<file path="config.mk">
export PLATFORM = sky130hd
export DESIGN_NAME = integer_to_ascii_formatter
export DESIGN_NICKNAME = d
export VERILOG_FILES = /design/src/rtl/itaf_pkg.sv /design/src/rtl/integer_to_ascii_formatter.sv
export SDC_FILE = /design/constraint.sdc
export NUM_CORES = 1
export LEC_CHECK = 0
export BUFFER_PORTS_ARGS = -buffer_cell sky130_fd_sc_hd__buf_2
export CAP_MARGIN = 40
export CORE_MARGIN = 2
export CORE_UTILIZATION = 50
export DETAILED_ROUTE_END_ITERATION = 10
export GPL_ROUTABILITY_DRIVEN = 0
export GPL_TIMING_DRIVEN = 0
export MAX_ROUTING_LAYER = met4
export PLACE_DENSITY = 0.73
export SLEW_MARGIN = 20
export SYNTH_ARGS = -nofsm -noshare
export SYNTH_HDL_FRONTEND = slang
export SYNTH_SLANG_ARGS = --single-unit
</file>
<file path="constraint.sdc">
create_clock -name clk -period 7.93 [get_ports clk]
set_input_delay 1.586 -clock clk [delete_from_list [all_inputs] [get_ports clk]]
set_output_delay 1.586 -clock clk [all_outputs]
set_load 0.1 [all_outputs]
</file>
<file path="src/rtl/itaf_pkg.sv">
package itaf_pkg;

  // Default sizes.
  localparam int MAX_WIDTH_DEF  = 64;
  localparam int VALUE_BITS_DEF = 64;

  // Conversion kinds.
  localparam logic [2:0] FUNC_SDEC = 3'd0;
  localparam logic [2:0] FUNC_UDEC = 3'd1;
  localparam logic [2:0] FUNC_OCT  = 3'd2;
  localparam logic [2:0] FUNC_HEXL = 3'd3;
  localparam logic [2:0] FUNC_HEXU = 3'd4;
  localparam logic [2:0] FUNC_PTR  = 3'd5;

  // Flag bit positions.
  localparam int FL_ALT   = 0;
  localparam int FL_ZPAD  = 1;
  localparam int FL_LADJ  = 2;
  localparam int FL_SPACE = 3;
  localparam int FL_PLUS  = 4;

  // Characters.
  localparam logic [7:0] CH_SPACE = 8'h20;
  localparam logic [7:0] CH_PLUS  = 8'h2b;
  localparam logic [7:0] CH_MINUS = 8'h2d;
  localparam logic [7:0] CH_ZERO  = 8'h30;
  localparam logic [7:0] CH_LOW_A = 8'h61;
  localparam logic [7:0] CH_UP_A  = 8'h41;
  localparam logic [7:0] CH_LOW_X = 8'h78;
  localparam logic [7:0] CH_UP_X  = 8'h58;

  typedef enum logic [3:0] {
    S_IDLE,
    S_CONV,
    S_NORM,
    S_PLAN,
    S_PRE,
    S_LEAD,
    S_ZERO,
    S_DIGIT,
    S_POST
  } state_t;

  function automatic logic [7:0] digit_char(input logic [3:0] d, input logic upper);
    logic [7:0] c;
    if (d < 4'd10) begin
      c = CH_ZERO + {4'd0, d};
    end else begin
      c = (upper ? CH_UP_A : CH_LOW_A) + {4'd0, d} - 8'd10;
    end
    return c;
  endfunction

endpackage

</file>
<file path="src/rtl/integer_to_ascii_formatter.sv">
// Channel | Direction | Handshake             | Payload
// in      | input     | in_valid / in_stall   | func, value, flags, field_width
// out     | output    | out_valid / out_stall | char_out, last
//
// One item at a time. Decimal kinds pass through a load step, bit-serial binary-to-BCD
// conversion, leading-zero stripping (one digit a cycle) and a planning step; octal and
// hex skip the conversion. Then one character leaves per cycle while the output is not
// stalled, up to MAX_WIDTH characters.
// Reset clears the sequencer and the output valid flag; no clearing pass is needed.
// A stall on the output holds the sequencer in place; in_stall is high while an item is busy.
module integer_to_ascii_formatter #(
  parameter int MAX_WIDTH  = itaf_pkg::MAX_WIDTH_DEF,
  parameter int VALUE_BITS = itaf_pkg::VALUE_BITS_DEF
) (
  input  logic        clk,
  input  logic        rst,
  input  logic        in_valid,
  output logic        in_stall,
  input  logic [2:0]  func,
  input  logic [63:0] value,
  input  logic [4:0]  flags,
  input  logic [6:0]  field_width,
  output logic        out_valid,
  input  logic        out_stall,
  output logic [7:0]  char_out,
  output logic        last
);

  localparam int NDIG = (VALUE_BITS + 2) / 3;
  localparam int BUFW = NDIG * 4;
  localparam int DW   = $clog2(NDIG + 1);
  localparam int BW   = $clog2(VALUE_BITS + 1);
  localparam int WW   = $clog2(MAX_WIDTH + 1);

  itaf_pkg::state_t state, state_next;

  logic                  out_valid_next;
  logic [VALUE_BITS-1:0] mag, mag_next;
  logic [BUFW-1:0]       dig_buf, dig_buf_next;
  logic [DW-1:0]         dig_len, dig_len_next;
  logic [BW-1:0]         bit_cnt, bit_cnt_next;
  logic [WW-1:0]         width_r, width_next;
  logic [WW-1:0]         pad_cnt, pad_cnt_next;
  logic [15:0]           lead, lead_next;
  logic [1:0]            lead_len, lead_len_next;
  logic                  zpad, zpad_next;
  logic                  ladj, ladj_next;
  logic                  upper, upper_next;
  logic [7:0]            char_next;
  logic                  last_next;

  // Decode of the incoming item.
  logic [VALUE_BITS-1:0] in_v;
  logic [VALUE_BITS-1:0] in_mag;
  logic                  in_nz;
  logic                  in_neg;
  logic                  in_hex;
  logic                  in_oct;
  logic [15:0]           in_lead;
  logic [1:0]            in_lead_len;
  logic [BUFW-1:0]       in_pad;
  logic [BUFW-1:0]       in_buf;
  logic [WW-1:0]         in_width;

  // Per-digit add-3 for the double-dabble step.
  logic [BUFW-1:0]       dd_adj;
  logic [WW-1:0]         n_text;
  logic [WW-1:0]         pad_len;
  logic                  emit;

  assign in_stall = (state != itaf_pkg::S_IDLE);

  always_comb begin
    in_v   = value[VALUE_BITS-1:0];
    in_nz  = (in_v != '0);
    in_neg = (func == itaf_pkg::FUNC_SDEC) && in_v[VALUE_BITS-1];
    in_mag = in_neg ? (VALUE_BITS'(0) - in_v) : in_v;
    in_hex = (func == itaf_pkg::FUNC_HEXL) || (func == itaf_pkg::FUNC_HEXU) ||
             (func == itaf_pkg::FUNC_PTR);
    in_oct = (func == itaf_pkg::FUNC_OCT);
    in_width = (field_width > 7'(MAX_WIDTH)) ? WW'(MAX_WIDTH) : WW'(field_width);

    in_lead     = '0;
    in_lead_len = 2'd0;
    if (func == itaf_pkg::FUNC_SDEC) begin
      if (in_neg) begin
        in_lead     = {itaf_pkg::CH_MINUS, 8'd0};
        in_lead_len = 2'd1;
      end else if (flags[itaf_pkg::FL_PLUS]) begin
        in_lead     = {itaf_pkg::CH_PLUS, 8'd0};
        in_lead_len = 2'd1;
      end else if (flags[itaf_pkg::FL_SPACE]) begin
        in_lead     = {itaf_pkg::CH_SPACE, 8'd0};
        in_lead_len = 2'd1;
      end
    end else if ((flags[itaf_pkg::FL_ALT] || func == itaf_pkg::FUNC_PTR) && in_nz) begin
      if (func == itaf_pkg::FUNC_HEXU) begin
        in_lead     = {itaf_pkg::CH_ZERO, itaf_pkg::CH_UP_X};
        in_lead_len = 2'd2;
      end else if (in_hex) begin
        in_lead     = {itaf_pkg::CH_ZERO, itaf_pkg::CH_LOW_X};
        in_lead_len = 2'd2;
      end else if (in_oct) begin
        in_lead     = {itaf_pkg::CH_ZERO, 8'd0};
        in_lead_len = 2'd1;
      end else if (flags[itaf_pkg::FL_PLUS]) begin
        in_lead     = {itaf_pkg::CH_PLUS, 8'd0};
        in_lead_len = 2'd1;
      end else if (flags[itaf_pkg::FL_SPACE]) begin
        in_lead     = {itaf_pkg::CH_SPACE, 8'd0};
        in_lead_len = 2'd1;
      end
    end

    // Octal and hex digits are plain bit groups of the value.
    in_pad = BUFW'(in_mag);
    in_buf = '0;
    for (int i = 0; i < NDIG; i++) begin
      if (in_hex) begin
        in_buf[4*i +: 4] = in_pad[4*i +: 4];
      end else if (in_oct) begin
        in_buf[4*i +: 4] = {1'b0, in_pad[3*i +: 3]};
      end
    end
  end

  always_comb begin
    for (int i = 0; i < NDIG; i++) begin
      dd_adj[4*i +: 4] = (dig_buf[4*i +: 4] >= 4'd5) ? (dig_buf[4*i +: 4] + 4'd3)
                                                       : dig_buf[4*i +: 4];
    end
    n_text  = WW'(dig_len) + WW'(lead_len);
    pad_len = (width_r > n_text) ? (width_r - n_text) : '0;
  end

  always_comb begin
    state_next     = state;
    mag_next       = mag;
    dig_buf_next   = dig_buf;
    dig_len_next   = dig_len;
    bit_cnt_next   = bit_cnt;
    width_next     = width_r;
    pad_cnt_next   = pad_cnt;
    lead_next      = lead;
    lead_len_next  = lead_len;
    zpad_next      = zpad;
    ladj_next      = ladj;
    upper_next     = upper;
    char_next      = char_out;
    last_next      = last;
    emit           = !out_valid || !out_stall;
    out_valid_next = out_valid && out_stall;

    unique case (state)
      itaf_pkg::S_IDLE: begin
        if (in_valid) begin
          mag_next      = in_mag;
          dig_buf_next  = in_buf;
          dig_len_next  = DW'(NDIG);
          bit_cnt_next  = BW'(VALUE_BITS);
          width_next    = in_width;
          lead_next     = in_lead;
          lead_len_next = in_lead_len;
          zpad_next     = flags[itaf_pkg::FL_ZPAD];
          ladj_next     = flags[itaf_pkg::FL_LADJ];
          upper_next    = (func == itaf_pkg::FUNC_HEXU);
          state_next    = (in_hex || in_oct) ? itaf_pkg::S_NORM : itaf_pkg::S_CONV;
        end
      end
      itaf_pkg::S_CONV: begin
        dig_buf_next = {dd_adj[BUFW-2:0], mag[VALUE_BITS-1]};
        mag_next     = {mag[VALUE_BITS-2:0], 1'b0};
        bit_cnt_next = bit_cnt - 1'b1;
        if (bit_cnt == BW'(1)) begin
          state_next = itaf_pkg::S_NORM;
        end
      end
      itaf_pkg::S_NORM: begin
        // Strip one leading zero digit per cycle, keeping at least one digit.
        if (dig_buf[BUFW-1 -: 4] == 4'd0 && dig_len != DW'(1)) begin
          dig_buf_next = {dig_buf[BUFW-5:0], 4'd0};
          dig_len_next = dig_len - 1'b1;
        end else begin
          state_next = itaf_pkg::S_PLAN;
        end
      end
      itaf_pkg::S_PLAN: begin
        pad_cnt_next = pad_len;
        if (!zpad && !ladj && pad_len != '0) begin
          state_next = itaf_pkg::S_PRE;
        end else if (lead_len != 2'd0) begin
          state_next = itaf_pkg::S_LEAD;
        end else if (zpad && pad_len != '0) begin
          state_next = itaf_pkg::S_ZERO;
        end else begin
          state_next = itaf_pkg::S_DIGIT;
        end
      end
      itaf_pkg::S_PRE: begin
        if (emit) begin
          out_valid_next = 1'b1;
          char_next      = itaf_pkg::CH_SPACE;
          last_next      = 1'b0;
          pad_cnt_next   = pad_cnt - 1'b1;
          if (pad_cnt == WW'(1)) begin
            state_next = (lead_len != 2'd0) ? itaf_pkg::S_LEAD : itaf_pkg::S_DIGIT;
          end
        end
      end
      itaf_pkg::S_LEAD: begin
        if (emit) begin
          out_valid_next = 1'b1;
          char_next      = lead[15:8];
          last_next      = 1'b0;
          lead_next      = {lead[7:0], 8'd0};
          lead_len_next  = lead_len - 1'b1;
          if (lead_len == 2'd1) begin
            state_next = (zpad && pad_cnt != '0) ? itaf_pkg::S_ZERO : itaf_pkg::S_DIGIT;
          end
        end
      end
      itaf_pkg::S_ZERO: begin
        if (emit) begin
          out_valid_next = 1'b1;
          char_next      = itaf_pkg::CH_ZERO;
          last_next      = 1'b0;
          pad_cnt_next   = pad_cnt - 1'b1;
          if (pad_cnt == WW'(1)) begin
            state_next = itaf_pkg::S_DIGIT;
          end
        end
      end
      itaf_pkg::S_DIGIT: begin
        if (emit) begin
          out_valid_next = 1'b1;
          char_next      = itaf_pkg::digit_char(dig_buf[BUFW-1 -: 4], upper);
          last_next      = 1'b0;
          dig_buf_next   = {dig_buf[BUFW-5:0], 4'd0};
          dig_len_next   = dig_len - 1'b1;
          if (dig_len == DW'(1)) begin
            if (!zpad && ladj && pad_cnt != '0) begin
              state_next = itaf_pkg::S_POST;
            end else begin
              last_next  = 1'b1;
              state_next = itaf_pkg::S_IDLE;
            end
          end
        end
      end
      itaf_pkg::S_POST: begin
        if (emit) begin
          out_valid_next = 1'b1;
          char_next      = itaf_pkg::CH_SPACE;
          last_next      = 1'b0;
          pad_cnt_next   = pad_cnt - 1'b1;
          if (pad_cnt == WW'(1)) begin
            last_next  = 1'b1;
            state_next = itaf_pkg::S_IDLE;
          end
        end
      end
      default: begin
        state_next = itaf_pkg::S_IDLE;
      end
    endcase
  end

  always_ff @(posedge clk) begin
    if (rst) begin
      state     <= itaf_pkg::S_IDLE;
      out_valid <= 1'b0;
    end else begin
      state     <= state_next;
      out_valid <= out_valid_next;
    end
  end

  always_ff @(posedge clk) begin
    mag      <= mag_next;
    dig_buf  <= dig_buf_next;
    dig_len  <= dig_len_next;
    bit_cnt  <= bit_cnt_next;
    width_r  <= width_next;
    pad_cnt  <= pad_cnt_next;
    lead     <= lead_next;
    lead_len <= lead_len_next;
    zpad     <= zpad_next;
    ladj     <= ladj_next;
    upper    <= upper_next;
    char_out <= char_next;
    last     <= last_next;
  end

  // An accepted item always starts work on the next cycle.
  a_start: assert property (@(posedge clk) disable iff (rst)
    in_valid && !in_stall |=> state != itaf_pkg::S_IDLE)
    else $error("accepted item did not start");

  // The conversion counter never runs out while converting.
  a_conv_cnt: assert property (@(posedge clk) disable iff (rst)
    state == itaf_pkg::S_CONV |-> bit_cnt != '0)
    else $error("conversion counter underflow");

  // Digit output always has a digit left to send.
  a_dig_len: assert property (@(posedge clk) disable iff (rst)
    state == itaf_pkg::S_DIGIT |-> dig_len != '0)
    else $error("digit count underflow");

  // Zero fill only with the zero pad flag; leading spaces only without it or left adjust.
  a_zero_fill: assert property (@(posedge clk) disable iff (rst)
    state == itaf_pkg::S_ZERO |-> zpad && pad_cnt != '0)
    else $error("zero fill without zero pad");

  a_pre_fill: assert property (@(posedge clk) disable iff (rst)
    state == itaf_pkg::S_PRE |-> !zpad && !ladj && pad_cnt != '0)
    else $error("leading spaces in wrong mode");

endmodule

</file>
---- After elaboration in Yosys (flattened, before gate mapping) ----
Index checks and enable logic that the tools add are counted.
cells by class
  reduce and logical (&&, ||, !) cells .... 47
  multiplexer cells ....................... 141
  equality and inequality tests ........... 34
  $lt $le $gt $ge ......................... 25
  add/sub/neg operators ................... 32
operators by type and width
  kind                     number
  $pmux W88 S4             1
  $mux W88                 3
  $mux W4                  51
  $mux W64                 2
  $pmux W64 S2             1
  $mux W16                 7
  $ge A4 B3 Y1 const B     22
  $add A4 B2 Y4 const B    21
  $mux W3                  27
  $reduce_bool A64 Y1      1
  $sub A1 B64 Y64 const A  1
  $mux W14                 3
  $mux W8                  5
  $pmux W4 S9              1
  $pmux W16 S2             1
  $pmux W8 S4              1
  $ne A2 B2 Y1 const B     14
  $pmux W7 S2              2
  $mux W2                  13
  $mux W7                  3
  $eq A4 B3 Y1 const B     4
  $mux W5                  3
  $pmux W5 S3              1
  $eq A7 B1 Y1 const B     2
  other kinds (42)         89
word-level totals
  input port bits ......................... 83
  flip-flop bits (word level) ............. 213

---- Depth between registers and ports, before layout ----
Gate-level depths: netlist of the first run.
  word-level depth ........................ 9
  depth in mapped cells ................... 12

---- Least setup slack after synthesis of the first run ----
No wires, ideal clock.
  path type ............................... input port to flip-flop
  start point ............................. input port in_valid
  end point ............................... register dig_buf[0], enable pin
  data arrival time ....................... 6.107 ns
  path buffers ............................ 0
  stages on the path ...................... 4
  required time ........................... 7.366 ns
  path slack .............................. 1.260 ns
  library setup time ...................... 0.564 ns
  cell sequence ........................... nor2_1 a21oi_1 o22ai_1 a21oi_1
between the ends
  longest elaborated chain between the ends .. 2
RTL lines
  item                         line                               source
  start: declaration           integer_to_ascii_formatter.sv:17   input logic in_valid,
  $ne A2 B2 Y1 (no line)       --
  $reduce_and A4 Y1 (no line)  --
  end signal: assignment       integer_to_ascii_formatter.sv:280  dig_buf <= dig_buf_next;
  end: declaration             integer_to_ascii_formatter.sv:39   logic [BUFW-1:0] dig_buf, dig_buf_next;
Every way passes these cells.
A chain may end at the register's enable or synchronous reset.

---- Worst setup path in the final report of the first run ----
  start point ............................. input port value[3]
  end point ............................... register mag[52], data pin
between the ends
  longest elaborated chain between the ends .. 4
RTL lines
  item                    line                               source
  start: declaration      integer_to_ascii_formatter.sv:20   input logic [63:0] value,
  $sub A1 B64 Y64         integer_to_ascii_formatter.sv:77   in_mag = in_neg ? (VALUE_BITS'(0) - in_v) : in_v;
  $mux W64                integer_to_ascii_formatter.sv:77
  $mux W64                integer_to_ascii_formatter.sv:156  if (in_valid) begin
  $pmux W64 S2            integer_to_ascii_formatter.sv:154  unique case (state)
  via mag_next[52]        integer_to_ascii_formatter.sv:38   logic [VALUE_BITS-1:0] mag, mag_next;
  end signal: assignment  integer_to_ascii_formatter.sv:279  mag <= mag_next;
  end: declaration        integer_to_ascii_formatter.sv:38
The timed path passes the listed nets, and every way through them passes these cells. The select of a mux whose other input is x is not followed.

==> impl_metrics.json, run 1 <==
{
  "timing.hold.ws_ns": 0.521,
  "cts_resized": 0,
  "tritoncts_num_sinks": 205,
  "nets": 1721,
  "yosys_register_bits": 205,
  "die_x_um": 169,
  "wire_per_inst_um": 22.1,
  "grt_pass1_vias": 11800,
  "tightest_slew_ns": 0.940,
  "dpl.cell_count": 1887,
  "drt-pass1-iter-count": 8,
  "start_util_pct": 50.7,
  "cp-start-kind": "input port",
  "grt_pass1_wl_um": 64800,
  "leakage_nw": 5.69,
  "period_share_pct": 54.2,
  "n_antenna_cell": 0,
  "areaGrowthSynthToFinish_pct": 13.3,
  "worstSetupEndpointType": "flop",
  "postLayoutCoreUtil_pct": 57.5,
  "critical_path.max_fanout": 10,
  "drc": 0,
  "cts_hold_buffers": 0,
  "root_buffer": "clkbuf_16",
  "cts_buffers": 24,
  "fin_area_um2": 15400,
  "max_cap_viol_count": 0,
  "port-buffer-count": 89,
  "ys_warn_count": 0,
  "routed_wl_um": 42700,
  "cts_tree": "yes",
  "crit_required_ns": 8.18,
  "place_worst_setup_slack_ns": 3.32,
  "avgViaCountPerCell": 6.44,
  "htreeDepth": 1,
  "post-cts-setup-buffers": 0,
  "yosys.cell_types.count": 69,
  "tns_ns": 0,
  "clk_latency_ns": 0.53,
  "fin_ws_ns": 3.63,
  "slew_headroom_pct": 37.3,
  "rsz0062_at_grt": "false",
  "fp-row-count": 60,
  "r2r_slack_ns": 4.39,
  "arrival_ns": 4.55,
  "netlist_area_um2": 13600,
  "grt.total_usage_pct": 30.0,
  "drtIter0Drc": 1967,
  "gr-total-overflow": 0,
  "core_um2": 26800,
  "dp_hpwl_um": 30600,
  "die_h_um": 169,
  "grt_max_degree": 39,
  "ir_drop_mv": 0.198,
  "timing.fmax_ghz": 0.233,
  "grt_antenna_before_repair": 0,
  "synth_nets": 1597,
  "drive_gt1_share_pct": 10.2,
  "die-area_um2": 28500,
  "place_area_um2": 14600,
  "stdcell_count": 1930,
  "fin_skew_ns": 0.0137,
  "vias": 12400,
  "crit_type": "input port to flop",
  "synth_edf_count": 200,
  "final_max_slew_viol_count": 0,
  "min_period_ns": 4.30,
  "pin_count": 94,
  "min_path_type": "flop to flop",
  "total_power_mw": 6.39,
  "setup_violations": 0,
  "async_reset_ff_share_pct": 0,
  "syn_inst": 1450,
  "cts.clk_slew.worst_paths_ns": 0.06,
  "yosysSeqAreaShare_pct": 44.9,
  "synth_area_per_cell_um2": 9.37,
  "powerDensity_nw_per_um2": 415,
  "status": "finished, final reports clean",
  "hold_viol_final": 0,
  "clockBufferDepth": 3,
  "postRouteAntennaNets": 0,
  "ys.flop_type": "edfxtp_1"
}
## final cells by class
class                      count  area, um2
clock buffer                  30        644
timing repair buffer          98        618
inverter                      82        308
clock inverter                11        100
buffer                        70        287
sequential                   205       6110
fill                        2289      11400
tap                          341        427
multi-input combinational   1093       6910
## where the power goes
group | switching, mW | leakage (nW) | internal (mW) | total [mW]
Combinational | 1.91 | 3.32 | 1.08 | 2.99
Sequential | 0.381 | 2.00 | 1.94 | 2.32
Clock | 0.446 | 0.368 | 0.635 | 1.08
Total | 2.74 | 5.69 | 3.65 | 6.39
## sequential cells by signal, summed over array words and instances, names as in the netlist, 2 cells and up
signal	cells
dig_buf	88
mag	64
width_r	7
lead_len	2
dig_len	5
lead	9
state	4
bit_cnt	7
char_out	7
pad_cnt	7
## synthesized netlist by cell type, types with 9 or more instances
library cell	count	share of area, %
nand2b_1	30	1.4
inv_1	82	2.3
xnor2_1	83	5.3
a222oi_1	18	1.3
xor2_1	23	1.5
edfxtp_1	200	44
clkbuf_1	54	1.5
o21ai_0	128	4.7
a22oi_1	14	0.77
a21oi_1	159	5.9
o31ai_1	9	0.50
o221ai_1	16	1.0
nor3b_1	26	1.4
or3_1	9	0.41
and3_1	11	0.51
nand2_1	133	3.7
nor3_1	34	1.3
a221o_1	19	1.4
o22ai_1	11	0.51
nand3_1	17	0.63
nor2b_1	12	0.55
a31oi_1	20	0.92
nor2_1	145	4.0
ha_1	62	5.7
## placed cells by master, fill, tap and decap left out, types with 6 or more instances in the layout
master	count
a21o_1	6
a21oi_1	158
a221o_1	19
a222oi_1	18
a22o_1	6
a22oi_1	14
a31oi_1	20
and3_1	11
buf_1	6
buf_2	96
clkbuf_1	59
clkbuf_16	25
edfxtp_1	200
ha_1	62
inv_1	82
nand2_1	132
nand2b_1	30
nand3_1	17
nand4_1	6
nor2_1	145
nor2b_1	12
nor3_1	34
nor3b_1	26
nor4_1	8
o21ai_0	128
o221ai_1	16
o22ai_1	11
o31ai_1	9
o32ai_1	6
or3_1	9
xnor2_1	83
xor2_1	23
## per-layer routing
layer / part of all wire (%) / track usage [%] / vias to the layer above
met1: 40 / 38.8 / 5874
met3: 11 / 5.61 / 137
li1: - / - / 5627
met5: 0 / - / -
met4: 4.1 / 13.0 / 0
met2: 45 / 46.5 / 792
## cell families after synthesis
| group | synth area share, % |
|---|---|
| AND/OR/NAND/NOR | 17.0 |
| AO/OA/AOI/OAI | 20.5 |
| buffers and inverters | 4.37 |
| XOR/XNOR | 6.83 |
| multiplexers | 0.368 |
| flip-flops | 44.9 |
| adder cells (fa/ha/maj) | 6.00 |
| other | 0.0276 |
## worst max-delay path, cell delays in order
cell     delay (ns)
buf_2          0.12
nor3_1         0.52
nand4_1        0.56
nor4_2         0.81
buf_2          0.40
a31oi_1        0.17
xnor2_1        0.25
o21ai_0        0.12
## path summary, 6_finish.rpt
kind                 start      end  depth (start not counted)
setup / recovery  value[3]  mag[52]                          8
hold / removal     mag[42]  mag[43]                          2
setup reg to reg  state[1]  mag[50]                          7
hold reg to reg    mag[42]  mag[43]                          2
(Power assumes the default switching activity.)
==> inputs of run 2 (changes only) <==
- ABC_AREA: not set -> 1
- clock period: 7.93 -> 4.05 ns (I/O delays scaled with it)
==> impl_metrics.json, run 2 <==
{
  "fillers": 2693,
  "routed_wl_um": 45000,
  "timing.fmax_ghz": 0.297,
  "port-buffer-count": 92,
  "wire_per_inst_um": 18.3,
  "cts_buffers": 24,
  "period_share_pct": 83.1,
  "ir_drop_mv": 0.415,
  "htreeDepth": 1,
  "critical_path.max_fanout": 22,
  "vias": 14300,
  "drtIter0Drc": 1899,
  "grt.total_usage_pct": 29.7,
  "place_worst_setup_slack_ns": 0.643,
  "start_util_pct": 50.6,
  "r2r_start": "state[0]",
  "core_um2": 29600,
  "cts_resized": 0,
  "postLayoutCoreUtil_pct": 57.0,
  "postRouteAntennaNets": 0,
  "yosys_register_bits": 205,
  "synth.area.top_cells": "edfxtp_1 40%, nand2_1 12%, inv_1 6.9%",
  "synth_edf_count": 200,
  "ys.flop_type": "edfxtp_1",
  "avgViaCountPerCell": 5.80,
  "fin_area_um2": 16800,
  "tns_ns": 0,
  "clockBufferDepth": 3,
  "final_cell_mix": "459 x nand2_1, 273 x inv_1, 200 x edfxtp_1",
  "total_power_mw": 13.4,
  "reg2regPathDepth": 12,
  "fin_ws_ns": 0.684,
  "slew_headroom_pct": 51.6,
  "min_period_ns": 3.37,
  "grt_pass1_vias": 13800,
  "drt-pass1-iter-count": 5,
  "whs_path_depth": 1,
  "yosys.cell_types.count": 58,
  "drive_gt1_share_pct": 12.3,
  "yosys.area.top_type": "edfxtp_1",
  "status": "finished, final reports clean",
  "top_register": "dig_buf",
  "timing.hold.ws_ns": 0.463,
  "cts_tree": "yes",
  "worstSetupStartpoint": "state[0]",
  "async_reset_ff_share_pct": 0,
  "gr-total-overflow": 0,
  "nets": 2204,
  "syn_inst": 1930,
  "tritoncts_num_sinks": 205,
  "place_area_um2": 16100,
  "rsz0062_at_grt": "false",
  "worstSetupEndpointType": "flop",
  "setup_violations": 0,
  "max_cap_viol_count": 0,
  "dp_hpwl_um": 34700,
  "mostFrequentLayoutCell": "nand2_1",
  "synth_nets": 2077,
  "powerDensity_nw_per_um2": 796,
  "pin_count": 94,
  "final_max_slew_viol_count": 0,
  "post-cts-setup-buffers": 0,
  "crit_required_ns": 4.27,
  "synth_top_area_share_pct": 40.2,
  "crit_type": "flop to flop",
  "synth_commonest_cells": "460 x nand2_1, 273 x inv_1, 200 x edfxtp_1",
  "clk_latency_ns": 0.52,
  "r2r_slack_ns": 0.68,
  "hold_viol_final": 0,
  "netlist_area_um2": 15000,
  "tightest_slew_ns": 0.727,
  "synth_area_per_cell_um2": 7.75,
  "leakage_nw": 7.38,
  "drc": 0,
  "die_x_um": 177,
  "min_path_type": "input port to flop",
  "die_h_um": 177,
  "ys_warn_count": 0,
  "die-area_um2": 31300,
  "largest_reg_flops": 88,
  "grt_antenna_before_repair": 0,
  "yosysSeqAreaShare_pct": 40.8,
  "fp-row-count": 63,
  "grt_max_degree": 51,
  "yosysMostFrequentCell": "nand2_1",
  "dpl.cell_count": 2420,
  "fin_skew_ns": 0.0114,
  "top_regs": "dig_buf: 88 flops, mag: 64 flops, lead: 9 flops",
  "cts_hold_buffers": 0,
  "areaGrowthSynthToFinish_pct": 12.6,
  "hold_path_startpoint": "flags[2]",
  "cp-start-kind": "flop",
  "n_antenna_cell": 0,
  "arrival_ns": 3.59,
  "root_buffer": "clkbuf_16",
  "stdcell_count": 2461,
  "cts.clk_slew.worst_paths_ns": 0.06,
  "grt_pass1_wl_um": 70900
}
==> run 2: changes by cell type in the layout (fill, tap and decap cells not counted), moves of 35 or more <==
cell / before / now
inv_1: 82 / 273
nor2_1: 145 / 180
clkbuf_1: 59 / 12
xor2_1: 23 / 75
a21oi_1: 158 / 66
xnor2_1: 83 / 8
nand2_1: 132 / 459
nand3_1: 17 / 165
==> run 2: layer usage <==
layer  share of wire (%)  track usage, %  up-vias
li1                    -               -     6680
met1                  40            39.1     6587
met2                  44            45.6      879
met3                  12            5.80      138
met4                 3.9            10.9        0
met5                   0               -        -
==> run 2: cell type report <==
type | instances | area [um2] | share of cell area, %
Multi-Input combinational cell | 1380 | 7510 | 44.6
Sequential cell | 205 | 6110 | 36.3
Inverter | 293 | 1100 | 6.56
Clock buffer | 28 | 637 | 3.78
Timing Repair Buffer | 101 | 629 | 3.74
Tap cell | 390 | 488 | 2.90
Buffer | 52 | 254 | 1.51
Clock inverter | 12 | 105 | 0.624
==> run 2: where the power goes <==
| group | internal, mW | total (mW) | leakage [nW] | switching, mW |
|---|---|---|---|---|
| clock | 1.24 | 2.11 | 0.370 | 0.872 |
| sequential | 4.04 | 4.63 | 2.00 | 0.593 |
| combinational | 2.10 | 6.65 | 5.01 | 4.56 |
==> run 2: cells by family (layout without fill, tap and decap cells) <==
family | after synthesis | in the layout | synth area share [%]
buffers and inverters | 345 | 486 | 9.08
other | 1 | 1 | 0.0251
adder cells (fa/ha/maj) | 64 | 64 | 5.45
XOR/XNOR | 87 | 87 | 5.30
flip-flops | 205 | 205 | 40.8
AND/OR/NAND/NOR | 934 | 934 | 28.0
AO/OA/AOI/OAI | 294 | 294 | 11.4
==> run 2: worst max-delay path: stages, from the launching register on <==
cell      delay (ns)
dfxtp_1         0.47
inv_2           0.04
nor2_1          0.14
inv_2           0.08
nor2_2          0.20
buf_4           0.27
inv_2           0.16
clkbuf_1        0.27
buf_6           0.22
a31oi_4         0.59
buf_16          0.23
buf_16          0.17
buf_16          0.18
==> run 2: final timing paths <==
check                     to
setup / recovery  dig_buf[0]
setup reg to reg  dig_buf[0]
hold / removal          ladj
hold reg to reg     state[2]
